[config.mk]
export PLATFORM = sky130hd
export DESIGN_NAME = playfair_digram_cipher
export DESIGN_NICKNAME = d
export VERILOG_FILES = /design/src/sv/pfc_pkg.sv /design/src/sv/pfc_front.sv /design/src/sv/pfc_queue.sv /design/src/sv/pfc_back.sv /design/src/sv/playfair_digram_cipher.sv
export SDC_FILE = /design/constraint.sdc
export NUM_CORES = 1
export LEC_CHECK = 0
export BUFFER_PORTS_ARGS = -buffer_cell sky130_fd_sc_hd__buf_2
export CAP_MARGIN = 40
export CORE_AREA = 3 3 174 176
export DETAILED_ROUTE_END_ITERATION = 12
export DIE_AREA = 0 0 177 179
export GPL_TIMING_DRIVEN = 0
export PLACE_DENSITY_LB_ADDON = 0.3
export REMOVE_ABC_BUFFERS = 1
export SLEW_MARGIN = 20
export SYNTH_ARGS = -nofsm -noshare
export SYNTH_HDL_FRONTEND = slang
export SYNTH_SLANG_ARGS = --single-unit
[constraint.sdc]
create_clock -name aclk -period 7.2 [get_ports aclk]
set_input_delay 1.44 -clock aclk [delete_from_list [all_inputs] [get_ports aclk]]
set_output_delay 1.44 -clock aclk [all_outputs]
set_load 0.1 [all_outputs]
[src/sv/pfc_pkg.sv]
// shared types, constants and helper functions for the playfair digram cipher
package pfc_pkg;

    localparam int LETTER_W   = 5;
    localparam int SIDE       = 5;
    localparam int CELLS      = SIDE * SIDE;
    localparam int POS_W      = 3;
    localparam int CELL_IDX_W = $clog2(CELLS);
    localparam int CFG_W      = 60;
    localparam int LOW_CELLS  = 12;
    localparam int DATA_W     = 8;

    localparam logic [LETTER_W-1:0] PAD_CODE  = LETTER_W'(23);
    localparam logic [LETTER_W-1:0] FOLD_FROM = LETTER_W'(9);
    localparam logic [LETTER_W-1:0] FOLD_TO   = LETTER_W'(8);
    localparam logic [POS_W-1:0]    LAST_POS  = POS_W'(SIDE - 1);

    typedef logic [LETTER_W-1:0] letter_t;
    typedef logic [POS_W-1:0]    pos_t;

    // configuration register indexes
    typedef enum logic [1:0] {
        REG_DIRECTION   = 2'd0,
        REG_CELLS_LOW   = 2'd1,
        REG_CELLS_MID   = 2'd2,
        REG_CELL_LAST   = 2'd3
    } reg_index_t;

    // key square and direction as seen by the back end
    typedef struct packed {
        logic                   direction;
        letter_t [CELLS-1:0]    cells;
    } cfg_t;

    // one digram job passed from front to back
    typedef struct packed {
        letter_t a;
        letter_t b;
        logic    run_last;
        logic    msg_end;
    } digram_t;

    // one result beat
    typedef struct packed {
        letter_t letter;
        logic    run_last;
        logic    msg_end;
    } beat_t;

    typedef struct packed {
        pos_t row;
        pos_t col;
    } loc_t;

    // j folds onto i
    function automatic letter_t fold(input letter_t l);
        fold = (l == FOLD_FROM) ? FOLD_TO : l;
    endfunction

    // wrapping step, forward for encrypt and backward for decrypt
    function automatic pos_t step_pos(input pos_t p, input logic dir);
        if (dir) begin
            step_pos = (p == '0) ? LAST_POS : POS_W'(p - POS_W'(1));
        end else begin
            step_pos = (p == LAST_POS) ? '0 : POS_W'(p + POS_W'(1));
        end
    endfunction

    // first matching cell in row-major order, row 0 column 0 when absent
    function automatic loc_t locate(input letter_t [CELLS-1:0] cells, input letter_t l);
        loc_t res;
        res = '0;
        for (int r = SIDE - 1; r >= 0; r--) begin
            for (int c = SIDE - 1; c >= 0; c--) begin
                if (cells[r * SIDE + c] == l) begin
                    res.row = POS_W'(r);
                    res.col = POS_W'(c);
                end
            end
        end
        locate = res;
    endfunction

    // cell read at a row and column
    function automatic letter_t cell_at(input letter_t [CELLS-1:0] cells,
                                        input pos_t r, input pos_t c);
        logic [CELL_IDX_W-1:0] idx;
        idx = {r[CELL_IDX_W-3:0], 2'b00} + CELL_IDX_W'(r) + CELL_IDX_W'(c);
        cell_at = cells[idx];
    endfunction

endpackage

[src/sv/pfc_front.sv]
// front end: pairs letters into digrams and inserts pads
module pfc_front (
    input  logic               aclk,
    input  logic               aresetn,
    input  logic               in_valid,
    output logic               in_ready,
    input  pfc_pkg::letter_t   in_letter,
    input  logic               in_last,
    output logic               push,
    output pfc_pkg::digram_t   push_data,
    input  logic               q_full
);
    import pfc_pkg::*;

    letter_t  held_letter_reg, held_letter_next;
    logic     held_valid_reg,  held_valid_next;
    logic     pend_valid_reg,  pend_valid_next;
    digram_t  pend_reg,        pend_next;

    logic     in_accept;
    logic     gen;
    digram_t  gen_data;

    // a pending second digram blocks new letters
    assign in_ready  = !pend_valid_reg && !q_full;
    assign in_accept = in_valid && in_ready;

    // classify the incoming letter
    always_comb begin
        gen              = 1'b0;
        gen_data         = '0;
        held_letter_next = held_letter_reg;
        held_valid_next  = held_valid_reg;
        pend_valid_next  = pend_valid_reg;
        pend_next        = pend_reg;
        if (pend_valid_reg && !q_full) begin
            pend_valid_next = 1'b0;
        end
        if (in_accept) begin
            if (held_valid_reg && (held_letter_reg != in_letter)) begin
                gen             = 1'b1;
                gen_data        = '{a: held_letter_reg, b: in_letter,
                                    run_last: 1'b1, msg_end: in_last};
                held_valid_next = 1'b0;
            end else if (held_valid_reg) begin
                // doubled letter: split with a pad
                gen = 1'b1;
                if (in_last) begin
                    gen_data        = '{a: held_letter_reg, b: PAD_CODE,
                                        run_last: 1'b0, msg_end: 1'b0};
                    pend_valid_next = 1'b1;
                    pend_next       = '{a: in_letter, b: PAD_CODE,
                                        run_last: 1'b1, msg_end: 1'b1};
                    held_valid_next = 1'b0;
                end else begin
                    gen_data        = '{a: held_letter_reg, b: PAD_CODE,
                                        run_last: 1'b1, msg_end: 1'b0};
                    held_letter_next = in_letter;
                end
            end else if (in_last) begin
                // lone final letter
                gen      = 1'b1;
                gen_data = '{a: in_letter, b: PAD_CODE, run_last: 1'b1, msg_end: 1'b1};
                held_letter_next = in_letter;
            end else begin
                held_letter_next = in_letter;
                held_valid_next  = 1'b1;
            end
        end
    end

    // queue write, pending digram first
    assign push      = pend_valid_reg ? !q_full : gen;
    assign push_data = pend_valid_reg ? pend_reg : gen_data;

    // control state
    always_ff @(posedge aclk) begin
        if (!aresetn) begin
            held_letter_reg <= '0;
            held_valid_reg  <= 1'b0;
            pend_valid_reg  <= 1'b0;
        end else begin
            held_letter_reg <= held_letter_next;
            held_valid_reg  <= held_valid_next;
            pend_valid_reg  <= pend_valid_next;
        end
    end

    // pending digram payload
    always_ff @(posedge aclk) begin
        pend_reg <= pend_next;
    end

    a_pend_no_held: assert property (@(posedge aclk) disable iff (!aresetn)
        pend_valid_reg |-> !held_valid_reg)
        else $error("pending digram while a letter is held");

    a_pend_blocks: assert property (@(posedge aclk) disable iff (!aresetn)
        pend_valid_reg |-> !in_ready)
        else $error("input taken while a digram is pending");

    a_last_flushes: assert property (@(posedge aclk) disable iff (!aresetn)
        (in_accept && in_last) |=> !held_valid_reg)
        else $error("letter still held after end of message");

endmodule

[src/sv/pfc_queue.sv]
// two-entry digram queue between front and back
module pfc_queue (
    input  logic               aclk,
    input  logic               aresetn,
    input  logic               push,
    input  pfc_pkg::digram_t   push_data,
    output logic               full,
    input  logic               pop,
    output logic               valid,
    output pfc_pkg::digram_t   data
);
    import pfc_pkg::*;

    digram_t     slot_reg [2];
    logic [1:0]  count_reg, count_next;
    logic        wr_ptr_reg, wr_ptr_next;
    logic        rd_ptr_reg, rd_ptr_next;
    logic        do_push, do_pop;

    assign full    = (count_reg == 2'd2);
    assign valid   = (count_reg != 2'd0);
    assign data    = slot_reg[rd_ptr_reg];
    assign do_push = push && !full;
    assign do_pop  = pop && valid;

    // pointer and count update
    always_comb begin
        wr_ptr_next = do_push ? !wr_ptr_reg : wr_ptr_reg;
        rd_ptr_next = do_pop  ? !rd_ptr_reg : rd_ptr_reg;
        count_next  = count_reg;
        if (do_push && !do_pop) begin
            count_next = count_reg + 2'd1;
        end else if (do_pop && !do_push) begin
            count_next = count_reg - 2'd1;
        end
    end

    always_ff @(posedge aclk) begin
        if (!aresetn) begin
            count_reg  <= '0;
            wr_ptr_reg <= 1'b0;
            rd_ptr_reg <= 1'b0;
        end else begin
            count_reg  <= count_next;
            wr_ptr_reg <= wr_ptr_next;
            rd_ptr_reg <= rd_ptr_next;
        end
    end

    // slot write
    always_ff @(posedge aclk) begin
        if (do_push) begin
            slot_reg[wr_ptr_reg] <= push_data;
        end
    end

    a_count_bound: assert property (@(posedge aclk) disable iff (!aresetn)
        count_reg != 2'd3)
        else $error("queue count out of range");

    a_no_push_full: assert property (@(posedge aclk) disable iff (!aresetn)
        push |-> !full)
        else $error("digram pushed into a full queue");

    a_ptr_match: assert property (@(posedge aclk) disable iff (!aresetn)
        ((count_reg == 2'd0) || (count_reg == 2'd2)) |-> (wr_ptr_reg == rd_ptr_reg))
        else $error("queue pointers disagree with count");

endmodule

[src/sv/pfc_back.sv]
// back end: key square lookup and two-beat result output
module pfc_back (
    input  logic               aclk,
    input  logic               aresetn,
    input  pfc_pkg::cfg_t      cfg,
    input  logic               q_valid,
    input  pfc_pkg::digram_t   q_data,
    output logic               q_pop,
    output logic               m_valid,
    input  logic               m_ready,
    output pfc_pkg::beat_t     m_beat
);
    import pfc_pkg::*;

    logic   m_valid_reg,   m_valid_next;
    logic   sec_valid_reg, sec_valid_next;
    beat_t  m_beat_reg,    m_beat_next;
    beat_t  sec_beat_reg,  sec_beat_next;

    loc_t     loc_a, loc_b;
    pos_t     ra, ca, rb, cb;
    letter_t  out_a, out_b;
    logic     load_ok;

    // locate both letters and apply the row, column or rectangle rule
    always_comb begin
        loc_a = locate(cfg.cells, fold(q_data.a));
        loc_b = locate(cfg.cells, fold(q_data.b));
        if (loc_a.row == loc_b.row) begin
            ra = loc_a.row;
            rb = loc_b.row;
            ca = step_pos(loc_a.col, cfg.direction);
            cb = step_pos(loc_b.col, cfg.direction);
        end else if (loc_a.col == loc_b.col) begin
            ra = step_pos(loc_a.row, cfg.direction);
            rb = step_pos(loc_b.row, cfg.direction);
            ca = loc_a.col;
            cb = loc_b.col;
        end else begin
            ra = loc_a.row;
            ca = loc_b.col;
            rb = loc_b.row;
            cb = loc_a.col;
        end
        out_a = cell_at(cfg.cells, ra, ca);
        out_b = cell_at(cfg.cells, rb, cb);
    end

    // output register plus one waiting second letter
    assign load_ok = !m_valid_reg || m_ready;
    assign q_pop   = q_valid && !sec_valid_reg && load_ok;

    always_comb begin
        m_valid_next   = m_valid_reg;
        sec_valid_next = sec_valid_reg;
        m_beat_next    = m_beat_reg;
        sec_beat_next  = sec_beat_reg;
        priority if (sec_valid_reg && load_ok) begin
            m_beat_next    = sec_beat_reg;
            m_valid_next   = 1'b1;
            sec_valid_next = 1'b0;
        end else if (q_pop) begin
            m_beat_next    = '{letter: out_a, run_last: 1'b0, msg_end: 1'b0};
            sec_beat_next  = '{letter: out_b, run_last: q_data.run_last,
                              msg_end: q_data.msg_end};
            m_valid_next   = 1'b1;
            sec_valid_next = 1'b1;
        end else if (m_ready) begin
            m_valid_next   = 1'b0;
        end
    end

    always_ff @(posedge aclk) begin
        if (!aresetn) begin
            m_valid_reg   <= 1'b0;
            sec_valid_reg <= 1'b0;
        end else begin
            m_valid_reg   <= m_valid_next;
            sec_valid_reg <= sec_valid_next;
        end
    end

    // result payload
    always_ff @(posedge aclk) begin
        m_beat_reg   <= m_beat_next;
        sec_beat_reg <= sec_beat_next;
    end

    assign m_valid = m_valid_reg;
    assign m_beat  = m_beat_reg;

    a_sec_behind_first: assert property (@(posedge aclk) disable iff (!aresetn)
        sec_valid_reg |-> m_valid_reg)
        else $error("second letter waiting with no first letter shown");

    a_pop_loads_both: assert property (@(posedge aclk) disable iff (!aresetn)
        q_pop |=> (m_valid_reg && sec_valid_reg))
        else $error("digram popped but not loaded");

    a_first_unflagged: assert property (@(posedge aclk) disable iff (!aresetn)
        (m_valid_reg && sec_valid_reg) |-> (!m_beat_reg.run_last && !m_beat_reg.msg_end))
        else $error("first letter of a digram carries end flags");

endmodule

[src/sv/playfair_digram_cipher.sv]
// top level of the playfair digram cipher with configuration registers
//
// Input stream: one letter code per beat on s_tdata, s_tlast on the final
// letter of a message. Output stream: one transformed letter per beat on
// m_tdata, m_tuser high on the last letter caused by an input beat, m_tlast
// high on the final letter of the message.
// The front end pairs letters, splits doubled letters and pads an odd final
// letter with x; digrams pass through a two-entry queue to the back end,
// which looks up the 5x5 square and shows two letters, one beat a cycle
// while m_tready is high. A digram goes through the queue into the output
// register, its second letter held in a second register; the next digram
// is popped once that letter moves on. A doubled final letter makes two
// digrams and holds s_tready low until the second digram enters the queue,
// longer if the queue is full. When the receiver stalls, the output holds
// and the queue fills; s_tready drops once the queue is full. Reset clears
// the held letter, the queue and the output, and sets all configuration
// registers to zero. Configuration is written with cfg_we, cfg_index and
// cfg_wdata; the user must do so only while idle, the block does not check.
module playfair_digram_cipher (
    input  logic                        aclk,
    input  logic                        aresetn,
    input  logic                        s_tvalid,
    output logic                        s_tready,
    input  logic [pfc_pkg::DATA_W-1:0]  s_tdata,   // [4:0] in_letter
    input  logic                        s_tlast,
    output logic                        m_tvalid,
    input  logic                        m_tready,
    output logic [pfc_pkg::DATA_W-1:0]  m_tdata,   // [4:0] out_letter
    output logic                        m_tuser,   // [0] run_last
    output logic                        m_tlast,
    input  logic                        cfg_we,
    input  logic [1:0]                  cfg_index,
    input  logic [pfc_pkg::CFG_W-1:0]   cfg_wdata
);
    import pfc_pkg::*;

    logic                   direction_reg;
    logic [CFG_W-1:0]       cells_low_reg;
    logic [CFG_W-1:0]       cells_mid_reg;
    letter_t                cell_last_reg;
    cfg_t                   cfg;

    logic     push, q_full, q_pop, q_valid, m_valid;
    digram_t  push_data, q_data;
    beat_t    m_beat;

    // configuration writes
    always_ff @(posedge aclk) begin
        if (!aresetn) begin
            direction_reg <= 1'b0;
            cells_low_reg <= '0;
            cells_mid_reg <= '0;
            cell_last_reg <= '0;
        end else if (cfg_we) begin
            unique case (reg_index_t'(cfg_index))
                REG_DIRECTION: direction_reg <= cfg_wdata[0];
                REG_CELLS_LOW: cells_low_reg <= cfg_wdata;
                REG_CELLS_MID: cells_mid_reg <= cfg_wdata;
                REG_CELL_LAST: cell_last_reg <= cfg_wdata[LETTER_W-1:0];
                default:       direction_reg <= direction_reg;
            endcase
        end
    end

    // unpack the key square
    always_comb begin
        cfg.direction = direction_reg;
        for (int k = 0; k < LOW_CELLS; k++) begin
            cfg.cells[k]             = cells_low_reg[k * LETTER_W +: LETTER_W];
            cfg.cells[LOW_CELLS + k] = cells_mid_reg[k * LETTER_W +: LETTER_W];
        end
        cfg.cells[CELLS-1] = cell_last_reg;
    end

    pfc_front u_front (
        .aclk      (aclk),
        .aresetn   (aresetn),
        .in_valid  (s_tvalid),
        .in_ready  (s_tready),
        .in_letter (s_tdata[LETTER_W-1:0]),
        .in_last   (s_tlast),
        .push      (push),
        .push_data (push_data),
        .q_full    (q_full)
    );

    pfc_queue u_queue (
        .aclk      (aclk),
        .aresetn   (aresetn),
        .push      (push),
        .push_data (push_data),
        .full      (q_full),
        .pop       (q_pop),
        .valid     (q_valid),
        .data      (q_data)
    );

    pfc_back u_back (
        .aclk      (aclk),
        .aresetn   (aresetn),
        .cfg       (cfg),
        .q_valid   (q_valid),
        .q_data    (q_data),
        .q_pop     (q_pop),
        .m_valid   (m_valid),
        .m_ready   (m_tready),
        .m_beat    (m_beat)
    );

    // result beat onto the stream
    assign m_tvalid = m_valid;
    assign m_tdata  = {{(DATA_W - LETTER_W){1'b0}}, m_beat.letter};
    assign m_tuser  = m_beat.run_last;
    assign m_tlast  = m_beat.msg_end;

endmodule

# == Word-level counts from Yosys, hierarchy flattened ==
# Memories as Yosys holds them, arrays and structs flattened. A register that Yosys moved wholly into a read port is not among the register bits.
# Index checks and enable logic that the tools add are counted.
# totals
regBits,158
ram_bits,24
inputBits,76
output_inout_bits,12
word_cells,247
n_memories,1
# op_classes
addsub,14
magnitude_cmp,2
eq_ne,64
muxes,107
bitwise,3
n_reduce_logical,37
# memory_table
memory,depth,width,rd,rd_clocked_by_memory_dff,wr,line_no,source
u_queue.slot_reg,2,12,1,1,1,pfc_queue.sv:14,digram_t slot_reg [2];
# ops
cell,count
$mux 6,50
$eq 5x5->1,50
$mux 12,5
$mux 3,20
$bmux 5 s5,2
$mux 5,6
$add 5x3->5,4
$mux 1,19
$mux 7,2
$add 3x1->3 const B,4
$eq 3x3->1 const B,4
$logic_not 3->1,4
$lt 5x6->1 const B,2
$sub 3x1->3 const B,4
$logic_and 1x1->1,11
$eq 5x4->1 const B,2
$reduce_and 2->1,5
$logic_not 1->1,8
$eq 2x2->1 const B,3
$eq 3x3->1,2
$mux 2,3
$reduce_bool 2->1,3
$ne 5x5->1,1
$reduce_and 4->1,1
other kinds (10),12

# == Logic depth before layout (Yosys ltp) ==
# Gate-level depths: netlist of run 1.
# depth
ltp_word,39
mapped_depth,28

# == Hierarchy ==
# From an unflattened synthesis of run 1, not the netlist that was laid out.
# hier_totals
cells_unflattened,1464
area_unflattened_um2,14191.1
# modules_own_cells
module,n_inst,cells_each,area_each_um2,seq_area_each_um2
pfc_back,1,830,7400.8,460.4
playfair_digram_cipher,1,481,4845.9,2522.4
pfc_queue,1,62,1097.3,820.8
pfc_front,1,91,847.1,290.3

# == Worst setup path after synthesis of run 1 ==
# No wires, ideal clock.
# synth_timing
path_kind,reg2reg
startpoint,register (tool-made name)
endpoint,"register u_back.m_beat_reg (netlist bit u_back.m_beat[3]), data pin"
setup_ps,269
t_arrival_ps,6093
path_slack_ps,838
stages_incl_launch_ff,23
path_cell_list,dfxtp_1 buf_6 mux2i_4 buf_6 buf_4 xnor2_1 nor4_2 a221oi_1 a31oi_1 o311ai_1 a211oi_2 nor3_4 xnor2_1 nand4_2 or3b_1 and4_4 or2_2 fa_1 fa_1 xor2_1 mux4_2 a21oi_1 o31ai_2
# synth_rtl
element,line_no,source
to (signal assigned),pfc_back.sv:85,m_beat_reg <= m_beat_next;
to (decl),pfc_back.sv:17,"beat_t m_beat_reg, m_beat_next;"

==> results of run 1 <==
==> metrics by stage <==
stage	util (%)	worst slack (ps)	setup TNS [ps]	area, um2
2_1_floorplan	-	-610	-4900	13900
3_3_place_gp	51.3	-2440	-22640	14800
3_5_place_dp	53.5	-1410	-10150	15400
4_1_cts	56.3	12.7	0	16200
5_1_grt	57.2	-14.0	-14.0	16500
6_report	57.2	265	0	16500
==> cell usage after synthesis, types with 5 or more instances <==
| cell type | n | area [um2] |
|---|---|---|
| sky130_fd_sc_hd__a221oi_1 | 27 | 236 |
| sky130_fd_sc_hd__a21o_1 | 7 | 52.6 |
| sky130_fd_sc_hd__or3_1 | 5 | 31.3 |
| sky130_fd_sc_hd__nor2_1 | 27 | 101 |
| sky130_fd_sc_hd__and3_1 | 8 | 50.1 |
| sky130_fd_sc_hd__nor4_2 | 17 | 213 |
| sky130_fd_sc_hd__o2111a_1 | 5 | 56.3 |
| sky130_fd_sc_hd__o211ai_1 | 7 | 52.6 |
| sky130_fd_sc_hd__nand4_1 | 6 | 37.5 |
| sky130_fd_sc_hd__nor3b_1 | 5 | 37.5 |
| sky130_fd_sc_hd__a21boi_0 | 123 | 923 |
| sky130_fd_sc_hd__or2_2 | 8 | 50.1 |
| sky130_fd_sc_hd__clkbuf_1 | 66 | 248 |
| sky130_fd_sc_hd__nand2b_1 | 8 | 50.1 |
| sky130_fd_sc_hd__buf_4 | 12 | 90.1 |
| sky130_fd_sc_hd__a31oi_1 | 10 | 62.6 |
| sky130_fd_sc_hd__buf_6 | 13 | 146 |
| sky130_fd_sc_hd__ha_1 | 27 | 338 |
| sky130_fd_sc_hd__inv_1 | 45 | 169 |
| sky130_fd_sc_hd__o21ai_1 | 7 | 35.0 |
| sky130_fd_sc_hd__nand2_1 | 296 | 1110 |
| sky130_fd_sc_hd__mux4_2 | 71 | 1600 |
| sky130_fd_sc_hd__mux2_2 | 10 | 113 |
| sky130_fd_sc_hd__a21oi_1 | 50 | 250 |
| sky130_fd_sc_hd__nor4_1 | 28 | 175 |
| sky130_fd_sc_hd__edfxtp_1 | 43 | 1290 |
| sky130_fd_sc_hd__a211oi_1 | 8 | 60.1 |
| sky130_fd_sc_hd__dfxtp_1 | 140 | 2800 |
| sky130_fd_sc_hd__xnor2_1 | 208 | 1820 |
| sky130_fd_sc_hd__xor2_1 | 23 | 201 |
| sky130_fd_sc_hd__and2_1 | 11 | 68.8 |
| sky130_fd_sc_hd__nand3_1 | 9 | 45.0 |
| sky130_fd_sc_hd__nor3_1 | 23 | 115 |
| sky130_fd_sc_hd__nor2b_1 | 17 | 106 |
| sky130_fd_sc_hd__o21ai_0 | 38 | 190 |
| sky130_fd_sc_hd__mux2i_4 | 8 | 180 |
| sky130_fd_sc_hd__buf_1 | 6 | 22.5 |
| sky130_fd_sc_hd__mux2i_1 | 28 | 280 |
==> critical path, stage by stage (launching register included) <==
cell and delay, ps:
sky130_fd_sc_hd__dfxtp_4 380, sky130_fd_sc_hd__buf_4 150, sky130_fd_sc_hd__mux2i_4 190, sky130_fd_sc_hd__buf_12 150, sky130_fd_sc_hd__buf_4 140, sky130_fd_sc_hd__buf_4 160, sky130_fd_sc_hd__xnor2_1 130, sky130_fd_sc_hd__nor4_1 700
sky130_fd_sc_hd__nand2_1 220, sky130_fd_sc_hd__a31oi_1 220, sky130_fd_sc_hd__o221ai_1 190, sky130_fd_sc_hd__a31oi_2 410, sky130_fd_sc_hd__xnor2_1 230, sky130_fd_sc_hd__nand4_4 250, sky130_fd_sc_hd__or3b_1 400, sky130_fd_sc_hd__and4_4 200
sky130_fd_sc_hd__or2_2 290, sky130_fd_sc_hd__fa_1 530, sky130_fd_sc_hd__fa_2 400, sky130_fd_sc_hd__xor2_1 270, sky130_fd_sc_hd__buf_4 240, sky130_fd_sc_hd__mux4_2 510, sky130_fd_sc_hd__a21oi_1 170, sky130_fd_sc_hd__o31ai_2 140
==> routing by layer <==
metal / vias to the layer above / GRT usage (%) / routed length (um)
met5: - / 0 / 0
met4: 0 / 11.1 / 1630
met3: 104 / 5.32 / 4070
met1: 6011 / 37.0 / 17900
met2: 610 / 44.2 / 20700
li1: 5676 / - / -
==> cells by family after synthesis <==
group / after synthesis
compound gates: 338
xor+xnor: 233
fa+ha+maj: 31
buf+inv: 148
flops: 183
mux: 120
other cells: 1
simple gates: 494
==> final timing paths <==
| kind | start | endpoint | slack, ps | depth (start not counted) |
|---|---|---|---|---|
| setup / recovery | flop | u_back.m_beat[5] | 270 | 23 |
| hold / removal | u_back.sec_beat_reg[0] | u_back.m_beat[0] | 530 | 1 |
| setup reg to reg | flop | u_back.m_beat[5] | 270 | 23 |
| hold reg to reg | u_back.sec_beat_reg[0] | u_back.m_beat[0] | 530 | 1 |
==> repair_timing <==
item	in CTS	in global routing
pin swaps	2	6
gates resized for setup	16	23
hold buffers	0	0
setup endpoints to repair	10	10
buffers inserted	19	11
==> area by class of cell <==
cell class / instances / area (um2) / area share [%]
multi-input cells: 1219 / 9920 / 60.2
well taps: 384 / 480 / 2.92
inverters: 46 / 173 / 1.05
repair buffers: 147 / 1240 / 7.53
flip-flops and latches: 183 / 4100 / 24.9
clock inverters: 13 / 110 / 0.669
clock buffers: 19 / 443 / 2.69
==> impl_results.md, run 1 <==
* Root buffer cell: sky130_fd_sc_hd__clkbuf_16
* Die Wd at roughly 180 um
* Mux cell area share after synthesis at around 15%
* Total overflow reported by the global router at 0
* Effective utilization at floorplan at about half
* Proportion of register bits with asynchronous set or reset after synthesis at 0%
* Synthesized-area fraction occupied by and/or/nand/nor cells at ~17%
* Sink count of the clock tree at between 150 and 200
* Number of nets with antenna violations after routing at 0
* Final period util at between 90% and 100%
* Placement Rows at between 60 and 70
* Yosys warns at 0
* Fraction of the mapped netlist area in compound gates at approximately 17%
* Number of antenna violations at the first check in global routing at 0
* Area growth from synthesis to layout at 14.1%
* Post-route insts no fill at roughly 2000
* Clock buffer count from CTS at 17
* Most common cell after layout, fill and taps aside: sky130_fd_sc_hd__nand2_1
* # port buffers at slightly above 80
* Count of boundary I/O pins at just under 90
* Data required time of the critical path at ~7400 ps
* DRC marker count from the first detailed-route iteration at roughly 1400
* Number of H-tree branching levels at 4
* Synth Flop Type: sky130_fd_sc_hd__dfxtp_1
* Total core area at roughly 29000 um2
* Unique cell type count in the Yosys netlist at 87
* Type of the setup path with the least slack: reg2reg
* XOR/XNOR Fraction of Synth Area at between 10% and 20%
* Die Area at around 32000 um2
* Synth Cell Area at approximately 14000 um2
* DP HPWL at 32800 um
* Most used cells in the layout excluding fill and tap cells: sky130_fd_sc_hd__nand2_1 (294), sky130_fd_sc_hd__xnor2_1 (208), sky130_fd_sc_hd__dfxtp_1 (139)
* Number of synthesized flops with an enable pin at 43
* Total Wirelength at approximately 44000 um
* Share of synthesized cell area in full adder, half adder and majority cells at under 10%
* Worst clock skew on the final layout at ~14 ps
* Wire length of the first global-routing pass at 67600 um
* Via count of the first global-routing pass at 11700
* Maximum fanout encountered on the critical timing path at 12
* Synth Area per Inst at about 9.3 um2
* Final layout net count at 1721
* Max Clk Rate at 0.144 GHz
* Die Y at roughly 180 um
* Clock insertion delay at the later pin of the skew report at 450 ps
* Largest net degree at the start of global routing at 72
* Number of remaining DRC errors at 0
* Fraction of final layout cells sized beyond drive strength 1 at approximately 22%
* Clock Tree Buf Depth at 2
* Actual transition at the worst max-transition pin at between 900 and 1000 ps
* Clock transition time at the flip-flop clock pins of the worst setup and hold paths at 80 ps
* Number of filler cells placed in the layout at 2447
* Post-route worst hold slack at roughly 530 ps
* Shortest period the worst path allows at between 6000 and 7000 ps
* Hold violation total from the final report at 0
* HP Class: reg2reg
* GP Congestion at about 1
* Detailed-route wire length per cell at 22.0 um
* Crit start category: flop
* Maximum capacitance violations at 0
* CP Data Arrival Time at between 7000 and 8000 ps
* Sequential fraction of the synthesis area at around 28%
* Via count at between 10000 and 15000
* Via/cell ratio at just over 6
* Worst slew margin relative to its limit at approximately two fifths
* Dominant combinational cell family by area after synthesis: simple AND/OR/NAND/NOR gates
* Total setup violations reported at the end of the flow at 0
* Dpl cells at between 1500 and 2000
* Clock tree from TritonCTS: yes
* Number of synthesized register bits at between 150 and 200
* DR pass1 iterations at 6
* Post-Syn Instances at between 1500 and 2000
* Status: finished clean
* Diode insertion count for antenna repair at 0
* Crit. End Element: flop
* Number of pins with negative max-slew slack in the final report at 0
* Total global routing track utilization at about 28%
Power of run 1 is left out: the tool's default activity adds up to more than one toggle a clock period on the data nets, which glitch-free logic cannot reach.
==> run 2: changes to the inputs <==
- CORE_AREA: 3 3 174 176 -> 2 2 173 175
- DIE_AREA: 0 0 177 179 -> 0 0 175 177
==> run 2 against run 1 <==
Global-route usage up 1.6 points; non-clock buffer count down 6; routed wire length up 2.4%; final area up 0.72%; sequential share of layout area down 0.18 points; cell count unchanged.
==> impl_results.md, run 2 (synthesis results as in run 1) <==
* Total setup violations reported at the end of the flow at 0 (unchanged)
* Post-route worst hold slack at 518 ps (was 531 ps)
* Sink count of the clock tree at 183 (unchanged)
* Number of pins with negative max-slew slack in the final report at 0 (unchanged)
* Diode insertion count for antenna repair at 0 (unchanged)
* Wire length of the first global-routing pass at 69300 um (was 67600 um)
* Total overflow reported by the global router at 0 (unchanged)
* Depth of the worst register-to-register path at 24 (was 23)
* Crit-path slowest cell: sky130_fd_sc_hd__nor4_2 (was sky130_fd_sc_hd__nor4_1)
* Data required time of the critical path at 7430 ps (was 7390 ps)
* DP HPWL at 33300 um (was 32800 um)
* Clock Tree Buf Depth at 2 (unchanged)
* Shortest period the worst path allows at 6900 ps (was 6930 ps)
* Start point of the worst hold path: u_queue.count_reg[1] (was u_back.sec_beat_reg[0])
* Clock insertion delay at the later pin of the skew report at 460 ps (was 450 ps)
* Clock buffer count from CTS at 17 (unchanged)
* GP Congestion at 0.982 (was 0.988)
* Maximum fanout encountered on the critical timing path at 12 (unchanged)
* Number of cells on the worst hold path at 2 (was 1)
* Combined area of the multi-input logic cells at 10000 um2 (was 9920 um2)
* Crit start category: flop (unchanged)
* Total core area at 29200 um2 (was 28800 um2)
* Effective utilization at floorplan at 49.3% (was 50.1%)
* Final period util at 95.8% (was 96.3%)
* Actual transition at the worst max-transition pin at 823 ps (was 914 ps)
* Number of antenna violations at the first check in global routing at 2 (was 0)
* Number of H-tree branching levels at 4 (unchanged)
* Root buffer cell: sky130_fd_sc_hd__clkbuf_16 (unchanged)
* Combined flip-flop and latch cell area at 4100 um2 (unchanged)
* Worst clock skew on the final layout at 18.0 ps (was 13.6 ps)
* HP Class: reg2reg (unchanged)
* Final core utilization at 56.7% (was 57.2%)
* Unrepaired setup endpoints after global routing: no
* Status: finished clean (unchanged)
* Type of the setup path with the least slack: reg2reg (unchanged)
* Hold buffer count at cts at 0 (unchanged)
* Via/cell ratio at 6.20 (was 6.17)
* Maximum capacitance violations at 0 (unchanged)
* Number of filler cells placed in the layout at 2528 (was 2447)
* Detailed-route wire length per cell at 22.5 um (was 22.0 um)
* # port buffers at 81 (unchanged)
* Die Area at 31000 um2 (was 31700 um2)
* Die Y at 177 um (was 179 um)
* DRC marker count from the first detailed-route iteration at 1345 (was 1367)
* Crit. End Element: flop (unchanged)
* Number of remaining DRC errors at 0 (unchanged)
* CP Data Arrival Time at 7130 ps (was 7120 ps)
* Clock transition time at the flip-flop clock pins of the worst setup and hold paths at 70 ps (was 80 ps)
* Max Clk Rate at 0.145 GHz (was 0.144 GHz)
* Capture instance of the worst register-to-register path: u_back.m_beat[6] (was u_back.m_beat[5])
* Worst R2R Setup Slack at 300 ps (was 270 ps)
* Number of nets with antenna violations after routing at 0 (unchanged)
* Largest net degree at the start of global routing at 88 (was 72)
* DR pass1 iterations at 6 (unchanged)
* Most used cells in the layout excluding fill and tap cells: sky130_fd_sc_hd__nand2_1 (294), sky130_fd_sc_hd__xnor2_1 (208), sky130_fd_sc_hd__dfxtp_1 (139) (unchanged)
* Area growth from synthesis to layout at 14.9% (was 14.1%)
* Min setup slack post-route at 301 ps (was 265 ps)
* Placement Rows at 63 (was 62)
* End point of the most critical hold path: u_queue.count_reg[1] (was u_back.m_beat[0])
* Total Wirelength at 45300 um (was 44200 um)
* Fraction of final layout cells sized beyond drive strength 1 at 22.0% (was 21.9%)
* Count of boundary I/O pins at 88 (unchanged)
* Via count at 12500 (was 12400)
* Die Wd at 175 um (was 177 um)
* Critical path cell sequence: buf_12 > mux2i_4 > buf_12 > buf_4 > xnor2_1 > nor4_2 > a221oi_1 > a31oi_1 > nor3_1 > a211o_1 > xor2_1 > nand3_2 > nand4_4 > or3b_1 > and4_4 > or2_2 > fa_1 > fa_2 > xor2_2 > buf_4 > nor4b_4 > nand2_1 > o2111a_1 > o31ai_2 (was buf_4 > mux2i_4 > buf_12 > buf_4 > buf_4 > xnor2_1 > nor4_1 > nand2_1 > a31oi_1 > o221ai_1 > a31oi_2 > xnor2_1 > nand4_4 > or3b_1 > and4_4 > or2_2 > fa_1 > fa_2 > xor2_1 > buf_4 > mux4_2 > a21oi_1 > o31ai_2)
* Hold violation total from the final report at 0 (unchanged)
* Worst slew margin relative to its limit at 45.0% (was 38.5%)
* Largest stage delay, worst path at 560 ps (was 700 ps)
* Pre-CTS setup slack at -1370 ps (was -1410 ps)
* Final layout net count at 1715 (was 1721)
* Via count of the first global-routing pass at 11900 (was 11700)
* Total global routing track utilization at 29.2% (was 27.6%)
* Most common cell after layout, fill and taps aside: sky130_fd_sc_hd__nand2_1 (unchanged)
* Clock tree from TritonCTS: yes (unchanged)
[run 2: cell types whose count changed in the layout (fill, tap and decap cells not counted), sizes merged]
cell and delta:
buf -5, clkinvlp +4, inv -3, clkdlybuf4s15 +1, clkbuf -2, clkinv -1
[run 2: how the worst max path moves through the flow]
stage | from | to | slack [ps] | cells past startpoint
final | flop | u_back.m_beat[6] | 300 | 24
after global routing | flop | u_back.m_beat[6] | 10 | 24
after CTS | flop | u_back.m_beat[5] | 60 | 22
after detailed placement | flop | u_back.m_beat[6] | -1370 | 20
after global placement | flop | u_back.m_beat[6] | -2590 | 19
after floorplan | flop | u_back.m_beat[3] | -610 | 19
[run 2: area by class of cell]
type	count	area share, %
sequential	183	24.7
inverter	46	1.04
clock buffer	19	2.61
timing repair buffer	141	7.56
tap	390	2.94
multi-input combinational	1219	60.4
clock inverter	13	0.694
[run 2: worst max-delay path: cells and delay by family (launching register included)]
kind                       cells  cell delay, ps
and+or+nand+nor                9            2430
AOI/OAI and AO/OA              5            1440
adders and majority gates      2             950
buffers and inverters          4             640
xor gates and xnor gates       3             480
DFF                            1             390
muxes                          1             320
[run 2: per-stage QoR]
step	setup TNS [ps]	instances	cell area, um2
after floorplan	-4900	1448	13900
after global placement	-23980	1919	14800
after detailed placement	-10170	1951	15400
after CTS	0	2001	16300
after global routing	0	2011	16600
final	0	2011	16600
[run 2: timing repair]
action / 4_1_cts / 5_1_grt
setup buffers: 18 / 9
gates resized for setup: 27 / 25
pin swaps: 1 / 10
endpoints found under the hold margin: 0 / 0
endpoints found under the setup margin: 10 / 10
[run 2: per-layer routing]
metal	global-route usage [%]	up-vias	wire, um
met4	12.0	0	1760
met3	4.45	122	3460
met2	47.4	613	21100
met1	39.1	6062	19000
li1	-	5677	-
met5	0	-	0
Power of run 2 is left out for the same reason.
